$ cat src/emwc_pkg.sv
`timescale 1ns / 1ps
// shared types, constants and helper functions of the energy meter window calculator
package emwc_pkg;

    localparam int PHASES      = 3;
    localparam int PHASE_BITS  = 2;
    localparam int SAMPLE_BITS = 16;
    localparam int SUM_BITS    = 48;
    localparam int SQ_BITS     = SUM_BITS - 1;
    localparam int ROOT_BITS   = SUM_BITS / 2;
    localparam int GAIN_BITS   = 32;
    localparam int PROD_BITS   = SUM_BITS + GAIN_BITS;
    localparam int ENERGY_BITS = 48;
    localparam int PF_BITS     = 16;
    localparam int PF_FRAC     = 14;
    localparam int IN_BITS     = 240;
    localparam int OUT_BITS    = 232;
    localparam int ADDR_BITS   = 5;

    localparam logic signed [SUM_BITS-1:0] SAMPLE_MAX = SUM_BITS'(2**(SAMPLE_BITS-1) - 1);
    localparam logic signed [SUM_BITS-1:0] SAMPLE_MIN = -SAMPLE_MAX - SUM_BITS'(1);

    // register index, taken from paddr[4:2]
    typedef enum logic [2:0] {
        REG_WINDOW_SHIFT  = 3'd0,
        REG_VOLTAGE_GAIN  = 3'd1,
        REG_CURRENT_GAIN  = 3'd2,
        REG_POWER_GAIN    = 3'd3,
        REG_ENERGY_FACTOR = 3'd4
    } emwc_reg_t;

    typedef enum logic [2:0] {
        ST_IDLE,
        ST_SQRT,
        ST_MUL_V,
        ST_MUL_I,
        ST_MUL_P,
        ST_MUL_S,
        ST_DIVE,
        ST_OUT
    } emwc_state_t;

    // floor mean saturated to the sample range
    function automatic logic [SAMPLE_BITS-1:0] sat_sample(input logic signed [SUM_BITS-1:0] x);
        logic signed [SUM_BITS-1:0] y;
        begin
            if (x > SAMPLE_MAX)
            begin
                y = SAMPLE_MAX;
            end
            else if (x < SAMPLE_MIN)
            begin
                y = SAMPLE_MIN;
            end
            else
            begin
                y = x;
            end
            return y[SAMPLE_BITS-1:0];
        end
    endfunction

    // product >> 8, saturated to 32 unsigned bits
    function automatic logic [31:0] sat_u32_q8(input logic [PROD_BITS-1:0] p);
        begin
            if (|p[PROD_BITS-1:40])
            begin
                return 32'hFFFF_FFFF;
            end
            return p[39:8];
        end
    endfunction

endpackage

$ cat src/emwc_isqrt.sv
`timescale 1ns / 1ps
// floor integer square root, two radicand bits per cycle
module emwc_isqrt (
    input  logic                               clk,
    input  logic                               rst_n,
    input  logic                               start,
    input  logic [emwc_pkg::SUM_BITS-1:0]      radicand,
    output logic                               busy,
    output logic [emwc_pkg::ROOT_BITS-1:0]     root
);

    localparam int REM_BITS = emwc_pkg::ROOT_BITS + 2;

    logic                              busy_reg;
    logic [4:0]                        cnt_reg;
    logic [emwc_pkg::SUM_BITS-1:0]     rad_reg;
    logic [REM_BITS-1:0]               rem_reg;
    logic [emwc_pkg::ROOT_BITS-1:0]    root_reg;
    logic [REM_BITS+1:0]               t;
    logic [REM_BITS+1:0]               trial;

    always_comb
    begin
        t     = {rem_reg, rad_reg[emwc_pkg::SUM_BITS-1 -: 2]};
        trial = {2'b00, root_reg, 2'b01};
    end

    always_ff @(posedge clk or negedge rst_n)
    begin
        if (!rst_n)
        begin
            busy_reg <= 1'b0;
            cnt_reg  <= '0;
        end
        else if (start)
        begin
            busy_reg <= 1'b1;
            cnt_reg  <= '0;
        end
        else if (busy_reg)
        begin
            cnt_reg <= cnt_reg + 5'd1;
            if (cnt_reg == 5'(emwc_pkg::ROOT_BITS - 1))
            begin
                busy_reg <= 1'b0;
            end
        end
    end

    always_ff @(posedge clk)
    begin
        if (start)
        begin
            rad_reg  <= radicand;
            rem_reg  <= '0;
            root_reg <= '0;
        end
        else if (busy_reg)
        begin
            rad_reg <= {rad_reg[emwc_pkg::SUM_BITS-3:0], 2'b00};
            if (t >= trial)
            begin
                rem_reg  <= REM_BITS'(t - trial);
                root_reg <= {root_reg[emwc_pkg::ROOT_BITS-2:0], 1'b1};
            end
            else
            begin
                rem_reg  <= t[REM_BITS-1:0];
                root_reg <= {root_reg[emwc_pkg::ROOT_BITS-2:0], 1'b0};
            end
        end
    end

    assign busy = busy_reg;
    assign root = root_reg;

endmodule

$ cat src/emwc_smul.sv
`timescale 1ns / 1ps
// bit-serial shift-add multiplier, one multiplier bit per cycle
module emwc_smul (
    input  logic                                clk,
    input  logic                                rst_n,
    input  logic                                start,
    input  logic [emwc_pkg::SUM_BITS-1:0]       a,
    input  logic [emwc_pkg::GAIN_BITS-1:0]      b,
    output logic                                busy,
    output logic [emwc_pkg::PROD_BITS-1:0]      prod
);

    logic                               busy_reg;
    logic [4:0]                         cnt_reg;
    logic [emwc_pkg::SUM_BITS-1:0]      a_reg;
    logic [emwc_pkg::GAIN_BITS-1:0]     b_reg;
    logic [emwc_pkg::SUM_BITS-1:0]      hi_reg;
    logic [emwc_pkg::GAIN_BITS-1:0]     lo_reg;
    logic [emwc_pkg::SUM_BITS:0]        sum;

    assign sum = {1'b0, hi_reg} + (b_reg[0] ? {1'b0, a_reg} : '0);

    always_ff @(posedge clk or negedge rst_n)
    begin
        if (!rst_n)
        begin
            busy_reg <= 1'b0;
            cnt_reg  <= '0;
        end
        else if (start)
        begin
            busy_reg <= 1'b1;
            cnt_reg  <= '0;
        end
        else if (busy_reg)
        begin
            cnt_reg <= cnt_reg + 5'd1;
            if (cnt_reg == 5'(emwc_pkg::GAIN_BITS - 1))
            begin
                busy_reg <= 1'b0;
            end
        end
    end

    always_ff @(posedge clk)
    begin
        if (start)
        begin
            a_reg  <= a;
            b_reg  <= b;
            hi_reg <= '0;
            lo_reg <= '0;
        end
        else if (busy_reg)
        begin
            b_reg  <= {1'b0, b_reg[emwc_pkg::GAIN_BITS-1:1]};
            hi_reg <= sum[emwc_pkg::SUM_BITS:1];
            lo_reg <= {sum[0], lo_reg[emwc_pkg::GAIN_BITS-1:1]};
        end
    end

    assign busy = busy_reg;
    assign prod = {hi_reg, lo_reg};

endmodule

$ cat src/emwc_pfdiv.sv
`timescale 1ns / 1ps
// power factor magnitude: restoring divide of active over apparent power, one bit per cycle
module emwc_pfdiv (
    input  logic        clk,
    input  logic        rst_n,
    input  logic        start,
    input  logic [31:0] apmag,
    input  logic [31:0] apparent,
    output logic        busy,
    output logic [14:0] quot
);

    logic        busy_reg;
    logic [3:0]  cnt_reg;
    logic [31:0] rem_reg;
    logic [31:0] div_reg;
    logic [14:0] bits_reg;
    logic [14:0] q_reg;
    logic [32:0] t;
    logic [32:0] twice;

    assign t     = {rem_reg, bits_reg[14]};
    assign twice = {apparent, 1'b0};

    always_ff @(posedge clk or negedge rst_n)
    begin
        if (!rst_n)
        begin
            busy_reg <= 1'b0;
            cnt_reg  <= '0;
        end
        else if (start)
        begin
            // zero apparent power and ratios of two or more need no iterations
            busy_reg <= (apparent != 32'd0) && ({1'b0, apmag} < twice);
            cnt_reg  <= '0;
        end
        else if (busy_reg)
        begin
            cnt_reg <= cnt_reg + 4'd1;
            if (cnt_reg == 4'd14)
            begin
                busy_reg <= 1'b0;
            end
        end
    end

    always_ff @(posedge clk)
    begin
        if (start)
        begin
            div_reg  <= apparent;
            rem_reg  <= {1'b0, apmag[31:1]};
            bits_reg <= {apmag[0], 14'd0};
            if (apparent == 32'd0)
            begin
                q_reg <= '0;
            end
            else if ({1'b0, apmag} >= twice)
            begin
                q_reg <= 15'd16384;
            end
            else
            begin
                q_reg <= '0;
            end
        end
        else if (busy_reg)
        begin
            bits_reg <= {bits_reg[13:0], 1'b0};
            if (t >= {1'b0, div_reg})
            begin
                rem_reg <= 32'(t - {1'b0, div_reg});
                q_reg   <= {q_reg[13:0], 1'b1};
            end
            else
            begin
                rem_reg <= t[31:0];
                q_reg   <= {q_reg[13:0], 1'b0};
            end
        end
    end

    assign busy = busy_reg;
    assign quot = (q_reg > 15'd16384) ? 15'd16384 : q_reg;

endmodule

$ cat src/energy_meter_window_calc_top.sv
`timescale 1ns / 1ps
// sequence: from input transfer to result, both square roots run side by side, then the
// shared bit-serial multiplier makes five passes (divide hidden under the last), and
// then the output register is loaded
// flow: one item at a time, a new transfer is taken once the previous result is in
// the output register; an item for a missing phase is taken and dropped
// reset: asynchronous active low, shift 8 and unity gains, energy totals clear to zero at once
module energy_meter_window_calc_top (
    input  logic                               clk,
    input  logic                               rst_n,
    input  logic                               s_tvalid,
    output logic                               s_tready,
    // phase, sum_v, sum_i, sum_v_sq, sum_i_sq, sum_p (lowest bit up)
    input  logic [emwc_pkg::IN_BITS-1:0]       s_tdata,
    output logic                               m_tvalid,
    input  logic                               m_tready,
    // phase_out, v_offset, i_offset, v_rms, i_rms, active_power, apparent_power,
    // energy, power_factor (lowest bit up), zero padded
    output logic [emwc_pkg::OUT_BITS-1:0]      m_tdata,
    input  logic                               psel,
    input  logic                               penable,
    input  logic                               pwrite,
    input  logic [emwc_pkg::ADDR_BITS-1:0]     paddr,
    input  logic [31:0]                        pwdata,
    output logic [31:0]                        prdata,
    output logic                               pready
);

    // configuration registers
    logic [3:0]  window_shift_reg;
    logic [31:0] voltage_gain_reg;
    logic [31:0] current_gain_reg;
    logic [31:0] power_gain_reg;
    logic [31:0] energy_factor_reg;
    emwc_pkg::emwc_reg_t reg_sel;

    assign pready  = 1'b1;
    assign reg_sel = emwc_pkg::emwc_reg_t'(paddr[4:2]);

    always_ff @(posedge clk or negedge rst_n)
    begin
        if (!rst_n)
        begin
            window_shift_reg  <= 4'd8;
            voltage_gain_reg  <= 32'd65536;
            current_gain_reg  <= 32'd65536;
            power_gain_reg    <= 32'd65536;
            energy_factor_reg <= 32'd65536;
        end
        else if (psel && penable && pwrite && pready)
        begin
            case (reg_sel)
                emwc_pkg::REG_WINDOW_SHIFT:  window_shift_reg  <= pwdata[3:0];
                emwc_pkg::REG_VOLTAGE_GAIN:  voltage_gain_reg  <= pwdata;
                emwc_pkg::REG_CURRENT_GAIN:  current_gain_reg  <= pwdata;
                emwc_pkg::REG_POWER_GAIN:    power_gain_reg    <= pwdata;
                emwc_pkg::REG_ENERGY_FACTOR: energy_factor_reg <= pwdata;
                default: ;
            endcase
        end
    end

    always_comb
    begin
        case (reg_sel)
            emwc_pkg::REG_WINDOW_SHIFT:  prdata = {28'd0, window_shift_reg};
            emwc_pkg::REG_VOLTAGE_GAIN:  prdata = voltage_gain_reg;
            emwc_pkg::REG_CURRENT_GAIN:  prdata = current_gain_reg;
            emwc_pkg::REG_POWER_GAIN:    prdata = power_gain_reg;
            emwc_pkg::REG_ENERGY_FACTOR: prdata = energy_factor_reg;
            default:                     prdata = 32'd0;
        endcase
    end

    // input field unpacking
    logic [1:0]                                in_phase;
    logic signed [emwc_pkg::SUM_BITS-1:0]      in_sum_v;
    logic signed [emwc_pkg::SUM_BITS-1:0]      in_sum_i;
    logic [emwc_pkg::SQ_BITS-1:0]              in_sum_v_sq;
    logic [emwc_pkg::SQ_BITS-1:0]              in_sum_i_sq;
    logic signed [emwc_pkg::SUM_BITS-1:0]      in_sum_p;

    assign in_phase    = s_tdata[1:0];
    assign in_sum_v    = s_tdata[49:2];
    assign in_sum_i    = s_tdata[97:50];
    assign in_sum_v_sq = s_tdata[144:98];
    assign in_sum_i_sq = s_tdata[191:145];
    assign in_sum_p    = s_tdata[239:192];

    // means: arithmetic shift gives floor rounding
    logic signed [emwc_pkg::SUM_BITS-1:0] mean_v;
    logic signed [emwc_pkg::SUM_BITS-1:0] mean_i;
    logic signed [emwc_pkg::SUM_BITS-1:0] mean_p;
    logic [emwc_pkg::SUM_BITS-1:0]        rad_v;
    logic [emwc_pkg::SUM_BITS-1:0]        rad_i;

    assign mean_v = in_sum_v >>> window_shift_reg;
    assign mean_i = in_sum_i >>> window_shift_reg;
    assign mean_p = in_sum_p >>> window_shift_reg;
    assign rad_v  = {1'b0, in_sum_v_sq} >> window_shift_reg;
    assign rad_i  = {1'b0, in_sum_i_sq} >> window_shift_reg;

    // sequencer
    emwc_pkg::emwc_state_t state_reg, state_next;
    logic accept;
    logic phase_ok;
    logic sqrt_start;
    logic mul_start;
    logic div_start;
    logic [emwc_pkg::SUM_BITS-1:0]  mul_a;
    logic [emwc_pkg::GAIN_BITS-1:0] mul_b;

    logic                                   sq_v_busy, sq_i_busy;
    logic [emwc_pkg::ROOT_BITS-1:0]         root_v, root_i;
    logic                                   mul_busy;
    logic [emwc_pkg::PROD_BITS-1:0]         mul_prod;
    logic                                   div_busy;
    logic [14:0]                            div_quot;

    // captured item and intermediate results
    logic [1:0]                             phase_reg;
    logic [emwc_pkg::SAMPLE_BITS-1:0]       v_off_reg, i_off_reg;
    logic [emwc_pkg::SUM_BITS-1:0]          mag_reg;
    logic                                   neg_reg;
    logic [31:0]                            vr_reg, ir_reg, ap_reg, apmag_reg, s_reg;
    logic [emwc_pkg::ENERGY_BITS-1:0]       energy_reg;
    logic signed [emwc_pkg::ENERGY_BITS-1:0] energy_total_reg [emwc_pkg::PHASES];

    logic                                   m_tvalid_reg;
    logic [emwc_pkg::OUT_BITS-1:0]          m_tdata_reg;

    assign s_tready = (state_reg == emwc_pkg::ST_IDLE);
    assign accept   = s_tvalid && s_tready;
    assign phase_ok = (in_phase < 2'(emwc_pkg::PHASES));

    always_comb
    begin
        state_next = state_reg;
        sqrt_start = 1'b0;
        mul_start  = 1'b0;
        div_start  = 1'b0;
        mul_a      = '0;
        mul_b      = '0;
        case (state_reg)
            emwc_pkg::ST_IDLE:
            begin
                // an item for a phase that does not exist is dropped
                if (accept && phase_ok)
                begin
                    sqrt_start = 1'b1;
                    state_next = emwc_pkg::ST_SQRT;
                end
            end
            emwc_pkg::ST_SQRT:
            begin
                if (!sq_v_busy && !sq_i_busy)
                begin
                    mul_start  = 1'b1;
                    mul_a      = emwc_pkg::SUM_BITS'(root_v);
                    mul_b      = voltage_gain_reg;
                    state_next = emwc_pkg::ST_MUL_V;
                end
            end
            emwc_pkg::ST_MUL_V:
            begin
                if (!mul_busy)
                begin
                    mul_start  = 1'b1;
                    mul_a      = emwc_pkg::SUM_BITS'(root_i);
                    mul_b      = current_gain_reg;
                    state_next = emwc_pkg::ST_MUL_I;
                end
            end
            emwc_pkg::ST_MUL_I:
            begin
                if (!mul_busy)
                begin
                    mul_start  = 1'b1;
                    mul_a      = mag_reg;
                    mul_b      = power_gain_reg;
                    state_next = emwc_pkg::ST_MUL_P;
                end
            end
            emwc_pkg::ST_MUL_P:
            begin
                if (!mul_busy)
                begin
                    mul_start  = 1'b1;
                    mul_a      = emwc_pkg::SUM_BITS'(vr_reg);
                    mul_b      = ir_reg;
                    state_next = emwc_pkg::ST_MUL_S;
                end
            end
            emwc_pkg::ST_MUL_S:
            begin
                // energy product and power factor divide run side by side
                if (!mul_busy)
                begin
                    mul_start  = 1'b1;
                    div_start  = 1'b1;
                    mul_a      = emwc_pkg::SUM_BITS'(apmag_reg);
                    mul_b      = energy_factor_reg;
                    state_next = emwc_pkg::ST_DIVE;
                end
            end
            emwc_pkg::ST_DIVE:
            begin
                if (!mul_busy && !div_busy)
                begin
                    state_next = emwc_pkg::ST_OUT;
                end
            end
            emwc_pkg::ST_OUT:
            begin
                if (!m_tvalid_reg || m_tready)
                begin
                    state_next = emwc_pkg::ST_IDLE;
                end
            end
            default:
            begin
                state_next = emwc_pkg::ST_IDLE;
            end
        endcase
    end

    always_ff @(posedge clk or negedge rst_n)
    begin
        if (!rst_n)
        begin
            state_reg <= emwc_pkg::ST_IDLE;
        end
        else
        begin
            state_reg <= state_next;
        end
    end

    // result shaping from the multiplier output
    logic [31:0]  sat_q8;
    logic [71:0]  p_full;
    logic [31:0]  p_r;
    logic [31:0]  p_apmag;
    logic [46:0]  efm;
    logic signed [emwc_pkg::ENERGY_BITS+1:0] e_inc;
    logic signed [emwc_pkg::ENERGY_BITS+1:0] e_sum;
    logic signed [emwc_pkg::ENERGY_BITS-1:0] e_tot;
    logic [emwc_pkg::PF_BITS-1:0]           pf;

    assign sat_q8 = emwc_pkg::sat_u32_q8(mul_prod);

    always_comb
    begin
        // active power magnitude clamps at 2^31 before the sign is applied
        p_full = mul_prod[79:8];
        if ((|p_full[71:32]) || (p_full[31] && (|p_full[30:0])))
        begin
            p_r = 32'h8000_0000;
        end
        else
        begin
            p_r = p_full[31:0];
        end
        if (!neg_reg && p_r[31])
        begin
            p_apmag = 32'h7FFF_FFFF;
        end
        else
        begin
            p_apmag = p_r;
        end

        // energy increment, magnitude truncated toward zero, total saturating
        efm   = mul_prod[62:16];
        e_inc = neg_reg ? -$signed({3'b000, efm}) : $signed({3'b000, efm});
        e_sum = $signed({{2{energy_total_reg[phase_reg][47]}}, energy_total_reg[phase_reg]})
                + e_inc;
        if (e_sum[49:47] == 3'b000 || e_sum[49:47] == 3'b111)
        begin
            e_tot = e_sum[47:0];
        end
        else if (e_sum[49])
        begin
            e_tot = {1'b1, 47'd0};
        end
        else
        begin
            e_tot = {1'b0, {47{1'b1}}};
        end

        pf = neg_reg ? 16'(-{1'b0, div_quot}) : {1'b0, div_quot};
    end

    always_ff @(posedge clk)
    begin
        if (accept && phase_ok)
        begin
            phase_reg <= in_phase;
            v_off_reg <= emwc_pkg::sat_sample(mean_v);
            i_off_reg <= emwc_pkg::sat_sample(mean_i);
            neg_reg   <= mean_p[emwc_pkg::SUM_BITS-1];
            mag_reg   <= mean_p[emwc_pkg::SUM_BITS-1] ? 48'(-mean_p) : mean_p;
        end
        if (state_reg == emwc_pkg::ST_MUL_V && !mul_busy)
        begin
            vr_reg <= sat_q8;
        end
        if (state_reg == emwc_pkg::ST_MUL_I && !mul_busy)
        begin
            ir_reg <= sat_q8;
        end
        if (state_reg == emwc_pkg::ST_MUL_P && !mul_busy)
        begin
            apmag_reg <= p_apmag;
            ap_reg    <= neg_reg ? 32'(-p_r) : p_apmag;
        end
        if (state_reg == emwc_pkg::ST_MUL_S && !mul_busy)
        begin
            s_reg <= sat_q8;
        end
        if (state_reg == emwc_pkg::ST_DIVE && !mul_busy && !div_busy)
        begin
            energy_reg <= e_tot;
        end
    end

    // per-phase energy totals
    always_ff @(posedge clk or negedge rst_n)
    begin
        if (!rst_n)
        begin
            for (int k = 0; k < emwc_pkg::PHASES; k++)
            begin
                energy_total_reg[k] <= '0;
            end
        end
        else if (state_reg == emwc_pkg::ST_DIVE && !mul_busy && !div_busy)
        begin
            energy_total_reg[phase_reg] <= e_tot;
        end
    end

    // output register parts the sequencer from the result side
    always_ff @(posedge clk or negedge rst_n)
    begin
        if (!rst_n)
        begin
            m_tvalid_reg <= 1'b0;
        end
        else if (state_reg == emwc_pkg::ST_OUT && (!m_tvalid_reg || m_tready))
        begin
            m_tvalid_reg <= 1'b1;
        end
        else if (m_tready)
        begin
            m_tvalid_reg <= 1'b0;
        end
    end

    always_ff @(posedge clk)
    begin
        if (state_reg == emwc_pkg::ST_OUT && (!m_tvalid_reg || m_tready))
        begin
            m_tdata_reg <= {6'd0, pf, energy_reg, s_reg, ap_reg, ir_reg, vr_reg,
                            i_off_reg, v_off_reg, phase_reg};
        end
    end

    assign m_tvalid = m_tvalid_reg;
    assign m_tdata  = m_tdata_reg;

    // the two root lanes run in lockstep
    emwc_isqrt u_sqrt_v (
        .clk      (clk),
        .rst_n    (rst_n),
        .start    (sqrt_start),
        .radicand (rad_v),
        .busy     (sq_v_busy),
        .root     (root_v)
    );

    emwc_isqrt u_sqrt_i (
        .clk      (clk),
        .rst_n    (rst_n),
        .start    (sqrt_start),
        .radicand (rad_i),
        .busy     (sq_i_busy),
        .root     (root_i)
    );

    // shared multiplier: gains, active power, apparent power, energy
    emwc_smul u_mul (
        .clk   (clk),
        .rst_n (rst_n),
        .start (mul_start),
        .a     (mul_a),
        .b     (mul_b),
        .busy  (mul_busy),
        .prod  (mul_prod)
    );

    emwc_pfdiv u_div (
        .clk      (clk),
        .rst_n    (rst_n),
        .start    (div_start),
        .apmag    (apmag_reg),
        .apparent (sat_q8),
        .busy     (div_busy),
        .quot     (div_quot)
    );

    a_roots_lockstep: assert property (@(posedge clk) disable iff (!rst_n)
        (state_reg == emwc_pkg::ST_SQRT) |-> (sq_v_busy == sq_i_busy))
        else $error("square root lanes out of step");

    a_bad_phase_dropped: assert property (@(posedge clk) disable iff (!rst_n)
        (accept && !phase_ok) |=> (state_reg == emwc_pkg::ST_IDLE))
        else $error("item for missing phase was processed");

    a_div_before_mul: assert property (@(posedge clk) disable iff (!rst_n)
        (state_reg == emwc_pkg::ST_DIVE && !mul_busy) |-> !div_busy)
        else $error("divider outlasted energy multiply");

    a_units_idle: assert property (@(posedge clk) disable iff (!rst_n)
        (state_reg == emwc_pkg::ST_IDLE) |-> (!mul_busy && !div_busy && !sq_v_busy))
        else $error("unit busy while sequencer idle");

endmodule
$ cat config.mk
export PLATFORM = sky130hd
export DESIGN_NAME = energy_meter_window_calc_top
export DESIGN_NICKNAME = d
export VERILOG_FILES = /design/src/emwc_pkg.sv /design/src/emwc_isqrt.sv /design/src/emwc_smul.sv /design/src/emwc_pfdiv.sv /design/src/energy_meter_window_calc_top.sv
export SDC_FILE = /design/constraint.sdc
export NUM_CORES = 2
export LEC_CHECK = 0
export ABC_AREA = 0
export BUFFER_PORTS_ARGS = -buffer_cell sky130_fd_sc_hd__buf_2
export CAP_MARGIN = 20
export CORE_UTILIZATION = 50
export DETAILED_ROUTE_END_ITERATION = 8
export MAX_ROUTING_LAYER = met4
export PLACE_DENSITY = 0.81
export REMOVE_ABC_BUFFERS = 1
export SKIP_LAST_GASP = 1
export SYNTH_ARGS = -nofsm -noshare
export SYNTH_HDL_FRONTEND = slang
export SYNTH_SLANG_ARGS = --single-unit
export TNS_END_PERCENT = 20
$ cat constraint.sdc
create_clock -name clk -period 12.95 [get_ports clk]
set_clock_uncertainty 0.05 [all_clocks]
set_input_delay 0.6475 -clock clk [delete_from_list [all_inputs] [get_ports clk]]
set_output_delay 0.6475 -clock clk [all_outputs]
set_load 0.01 [all_outputs]
# After elaboration in Yosys (flattened, before gate mapping)
# Index checks and enable logic that the tools add are counted.
# classes
add_sub_neg	13
n_lt_le_gt_ge	13
eq_ne	24
n_shift	5
mux	91
n_bitwise	1
n_reduce_logical	45
# ops
cell	count
two-way mux 48 bit	11
two-way mux 32 bit	15
one-hot mux 32 bit (5 select lines)	2
one-hot mux 48 bit (5 select lines)	1
bitwise mux 144 bit	1
>>> shifter 48 x 4 -> 48 bit	3
two-way mux 15 bit	8
binary-select mux 48 bit (select 2 bit)	1
demux 48 bit (select 2 bit)	1
greater-than comparator 48 x 16 -> 1 bit, second input constant	2
< comparator 48 x 16 -> 1 bit, second input constant	2
right shift 47 x 4 -> 48 bit	2
two-way mux 31 bit	2
>= comparator 28 x 26 -> 1 bit	2
two-way mux 26 bit	2
subtractor 26 bit	2
adder 48 x 50 -> 50 bit	1
two-way mux 50 bit	1
negator 47 -> 50 bit	1
adder 48 x 49 -> 49 bit	1
two-way mux 24 bit	2
negator 48 bit	1
two-way mux 47 bit	1
OR reduction 40 bit	1
other kinds (38)	126
# word_totals
ff_bits	1256
in_bits	284
out_inout_bits	267
elab_cells	239

# Longest topological paths before layout
# depth
ltp_word	9
depth_mapped	25
mapped_depth_nobuf	20

# By module
# Synthesis repeated with hierarchy kept, for this count alone.
# unflattened
cells_unflattened	7250
hier_area_um2	74659.1
# by_module_without_submodules
mod	instances	cells_per_inst	area_each_um2	seq_area_each_um2
energy_meter_window_calc_top	1	4608	48044.8	22537.9
emwc_isqrt	2	558	5753.0	2592.5
emwc_smul	1	851	8822.2	4154.0
emwc_pfdiv	1	675	6286.0	2517.4

# Worst setup path before layout
# Ideal clock, no wire load.
# synth_path
kind	flip-flop to flip-flop
startpoint	reg state_reg[2]
endpoint	reg m_tdata_reg, in the netlist m_tdata[0] (enable)
setup_time_ns	0.891
arrival_time_ns	11.723
required_time_ns	12.009
path_slack_ns	0.286
stages_incl_launch_ff	4
path_buffers	1
synth_period_minus_slack_ns	12.664
path_cell_list	dfrtp_1 clkbuf_1 nand3_1 a21oi_1
# synth_via
elab_chain_cells	2
# synth_lines
element	line_no	source
from (decl)	energy_meter_window_calc_top.sv:104	emwc_pkg::emwc_state_t state_reg, state_next;
from (signal assigned)	energy_meter_window_calc_top.sv:231	state_reg <= emwc_pkg::ST_IDLE;
from (signal assigned)	energy_meter_window_calc_top.sv:235	state_reg <= state_next;
== test 3 bit	energy_meter_window_calc_top.sv:362	if (state_reg == emwc_pkg::ST_OUT && (!m_tvalid_reg || m_tready))
logical AND 1 bit	energy_meter_window_calc_top.sv:362	
to (signal assigned)	energy_meter_window_calc_top.sv:364	m_tdata_reg <= {6'd0, pf, energy_reg, s_reg, ap_reg, ir_reg, vr_reg,
to (decl)	energy_meter_window_calc_top.sv:130	logic [emwc_pkg::OUT_BITS-1:0] m_tdata_reg;
# No other way between the ends.
# A chain may end at the register's enable or synchronous reset.

# Worst setup path after layout
# layout_path
startpoint	reg u_mul.lo_reg[22] (netlist bit)
endpoint	reg energy_total_reg[64] (netlist bit)
# layout_via
elab_chain_cells	7
word_cells_on_any_way	9
classes_between	add/sub (2); eq/ne (1); mux (4); reduce/logical (2)
# layout_lines
element	line_no	source
from (decl)	emwc_smul.sv:18	logic [emwc_pkg::GAIN_BITS-1:0] lo_reg;
from (signal assigned)	emwc_smul.sv:58	lo_reg <= {sum[0], lo_reg[emwc_pkg::GAIN_BITS-1:1]};
negator 47 -> 50 bit	energy_meter_window_calc_top.sv:275	e_inc = neg_reg ? -$signed({3'b000, efm}) : $signed({3'b000, efm});
two-way mux 50 bit *	energy_meter_window_calc_top.sv:275	
adder 48 x 50 -> 50 bit *	energy_meter_window_calc_top.sv:277	+ e_inc;
== test 3 bit / logical NOT 3 bit (equally long branches)	energy_meter_window_calc_top.sv:278	if (e_sum[49:47] == 3'b000 || e_sum[49:47] == 3'b111)
logical OR 1 bit	energy_meter_window_calc_top.sv:278	
two-way mux 48 bit *	energy_meter_window_calc_top.sv:278	
bitwise mux 144 bit *	energy_meter_window_calc_top.sv:339	energy_total_reg[phase_reg] <= e_tot;
to (signal, indexed assignment)	energy_meter_window_calc_top.sv:339	
to (decl)	energy_meter_window_calc_top.sv:127	logic signed [emwc_pkg::ENERGY_BITS-1:0] energy_total_reg [emwc_pkg::PHASES];
# Mark *: on every way between the ends. The rest lies on a longest branch, timed or not.

==> metrics <==
status finished, violations left; violated checks design-rule violations; delay-heaviest family, CP simple AND/OR/NAND/NOR gates; Worst Path Buf+Inv 1; Sw Share 40.8%; Rel. slew slack 23.1%; CTS Sinks between 1000 and 1500; cells on worst reg2reg path 19; fin crit share a little under three fifths; WL per Instance 23.2 µm; worst-skew pair later-pin latency 0.79 ns; via count between 50000 and 60000; Crit path required time roughly 14 ns; final worst path period need 7.34 ns; Achievable Freq 136 MHz; DRT iter0 DRCs around 6400; Post-Syn Area 71100 µm²; VDD IR max roughly 0.15 mV; Synth top area share 31.3%; layout cell share with drive strength beyond 1 approximately 17%; P_leak 33.2 nW; Syn. warnings 0; initial antenna violation count 53; fin cells 9294; Layout area overhead 12.5%; final hold viol count 0; H-tree depth 4; Reg clk slew, reported paths 0.07 ns; PwrDens 236 nW/µm²; largest net degree at the start of global routing 178; final setup TNS 0 ns; Crit Path Category reg2reg; Worst Setup EP energy_total_reg[64]$_DFFE_PN0P_; fin. max-slew vios 0; placed cell count roughly 9000; TritonRoute pass-1 iters 9; Starting Density 50.7%; post-CTS sizing 0; chip width 379 µm; register bit total from synthesis 1216; reg2reg end energy_total_reg[64]$_DFFE_PN0P_; clock root buffer clkbuf_16; final net count just under 8000; cells along the critical path nor4_1 > nand3_1 > or2_2 > nor2_1 > nand4b_1 > o31ai_1 > xnor2_1 > ha_1 > nand4_1 > nor2_1 > a211oi_1 > a21oi_1 > nor3_1 > nor3_1 > o31a_1 > nor3_2 > buf_4 > o21ai_0 > o211ai_1; Tightest Pin Transition 1.15 ns; Largest register FFs 226; RSZ-0062 raised after global routing false; first-pass GRT wire length 326 mm; synthesized area per cell 10.2 µm²; Vias per Instance 6.19; reg2reg start u_mul.lo_reg[22]$_SDFFE_PP0P_; commonest non-fill, non-tap cell in the layout nand2_1; Psw about 0.0077 W; Synth Flop Type edfxtp_1; Crit. path cell count 19; Clk pwr share 21.4%; Worst Hold Class in2reg; CP arrival 7.98 ns; CP Max Fanout 31; GRT overflow 0; Core Rows 137; Yosys top cell by area edfxtp_1; reg-to-reg slack, setup between 5 and 6 ns; Final ANT Viol Nets 0; max cap viols 0; Syn Inst Count just under 7000; Final setup viols 0; crit path launch type register; Routed WL 215 mm; synth unique cells 102; internal cell power 0.0112 W; Flop pwr share 33.3%; GRT Overall Usage 30.3%; pre-CTS WS roughly 5.7 ns; Vert. Die Dim between 300 and 400 µm; vias in the first global route 55000; crit end category register; # IOs about 550; Core Area ~140000 µm²; CP Launch Point u_mul.lo_reg[22]$_SDFFE_PP0P_; drt drc 4; most frequent cells in the layout 897 x nand2_1, 740 x edfxtp_1, 595 x nor2_1; Comb power frac 45.3%; CTS tree built; hpwl dp 155 mm; synth top area cells edfxtp_1 31%, dfrtp_1 10%, mux2i_1 5.1%; Post-synth EDFFs 740; Hold Worst Slack 0.0741 ns; CP max stage cell nor3_2; final worst slack 5.61 ns; die area between 100000 and 150000 µm²; IO buf count around 540; cts bufs inserted 132; Clock Tree Buf Depth 3; GPL Wtd Cong ~0.99; Async SR Flop Fraction around a quarter; register area share after synthesis 46.8%; CP peak stage delay 0.89 ns
## per-stage QoR
stage | utilization (%) | total power [W] | area (µm²)
final | 57.0 | 0.0189 | 80000
after global routing | 57.0 | 0.0201 | 79900
after CTS | 56.9 | 0.0188 | 79800
after detailed placement | 53.5 | 0.0147 | 75100
after global placement | 53.5 | 0.0145 | 75100
after floorplan | - | 0.0126 | 69200
## routing by layer
metal	vias up	GRT usage, %	wire length [µm]	share of wire [%]
met4	0	13.5	10400	4.8
met2	2789	46.3	99200	46
met3	538	7.13	20600	9.5
li1	26400	-	-	-
met1	27800	38.2	85200	40
met5	-	-	0	0
## worst min path at each step
stage                                        start                                to  slack (ns)  depth (start not counted)
final                                   pwdata[19]  current_gain_reg[19]$_DFFE_PN0P_        0.07                          2
after floorplan                              rst_n   current_gain_reg[0]$_DFFE_PN0P_        0.30                          0
after CTS                               pwdata[19]  current_gain_reg[19]$_DFFE_PN0P_        0.03                          2
after detailed placement      ap_reg[27]$_DFFE_PP_            m_tdata[125]$_DFFE_PP_        0.35                          0
after global routing                    pwdata[19]    power_gain_reg[19]$_DFFE_PN0P_        0.05                          2
after global placement    energy_reg[38]$_DFFE_PP_            m_tdata[200]$_DFFE_PP_        0.35                          0
## logic make-up (layout without fill, tap and decap cells)
group,Yosys count,after routing,synth area share [%]
adder cells (fa/ha/maj),227,227,4.03
buffers and inverters,681,1078,3.82
XOR/XNOR,265,265,3.26
other,2,59,0.0106
flip-flops,1216,1216,46.8
multiplexers,703,703,13.1
AO/OA/AOI/OAI,1783,1783,16.0
AND/OR/NAND/NOR,2087,2087,13.0
## worst reg2reg max path, cell delays in order, from the launching register on
cell      delay [ns]
dfxtp_1         0.45
nor4_1          0.75
nand3_1         0.31
or2_2           0.42
nor2_1          0.24
nand4b_1        0.31
o31ai_1         0.34
xnor2_1         0.29
ha_1            0.42
nand4_1         0.19
nor2_1          0.06
a211oi_1        0.30
a21oi_1         0.11
nor3_1          0.56
nor3_1          0.15
o31a_1          0.30
nor3_2          0.89
buf_4           0.50
o21ai_0         0.34
o211ai_1        0.27
## cells in the mapped netlist, drive strengths merged (35+ instances only)
cell	n
nand3	87
a22oi	116
and2	102
xnor2	168
clkbuf	352
a31oi	92
a21oi	470
nor2	601
a211oi	111
a222oi	62
inv	202
nor2b	56
o31ai	53
edfxtp	740
nand2	899
nand4	53
o21a	51
mux2i	363
a21o	105
xor2	97
dfxtp	173
o21ai	451
nand2b	42
mux4	157
dfrtp	298
o211ai	80
ha	224
buf	127
nor3	71
o21bai	35
mux2	183
## final cells by class
cell class	instances	area, µm²
diodes	52	130
clock buffers	165	3560
clock inverters	81	1130
fillers	11900	60300
inverters	202	778
multi-input cells	5072	35300
flip-flops and latches	1216	33300
well taps	1876	2350
repair buffers	630	3440
## power by group through the flow
stage | registers, W | logic [W] | clock network (W)
2_1_floorplan | 0.00633 | 0.00626 | 0
3_3_place_gp | 0.00628 | 0.00819 | 0
3_5_place_dp | 0.00633 | 0.00839 | 0
4_1_cts | 0.00626 | 0.00846 | 0.00409
5_1_grt | 0.00640 | 0.00943 | 0.00423
6_report | 0.00629 | 0.00856 | 0.00404
## repair_timing
| item | CTS | global route |
|---|---|---|
| hold endpoints to repair | 118 | 0 |
| setup buffers | 0 | 0 |
| hold buffers | 4 | 0 |
No activity file was read; power rests on OpenSTA's default activity.
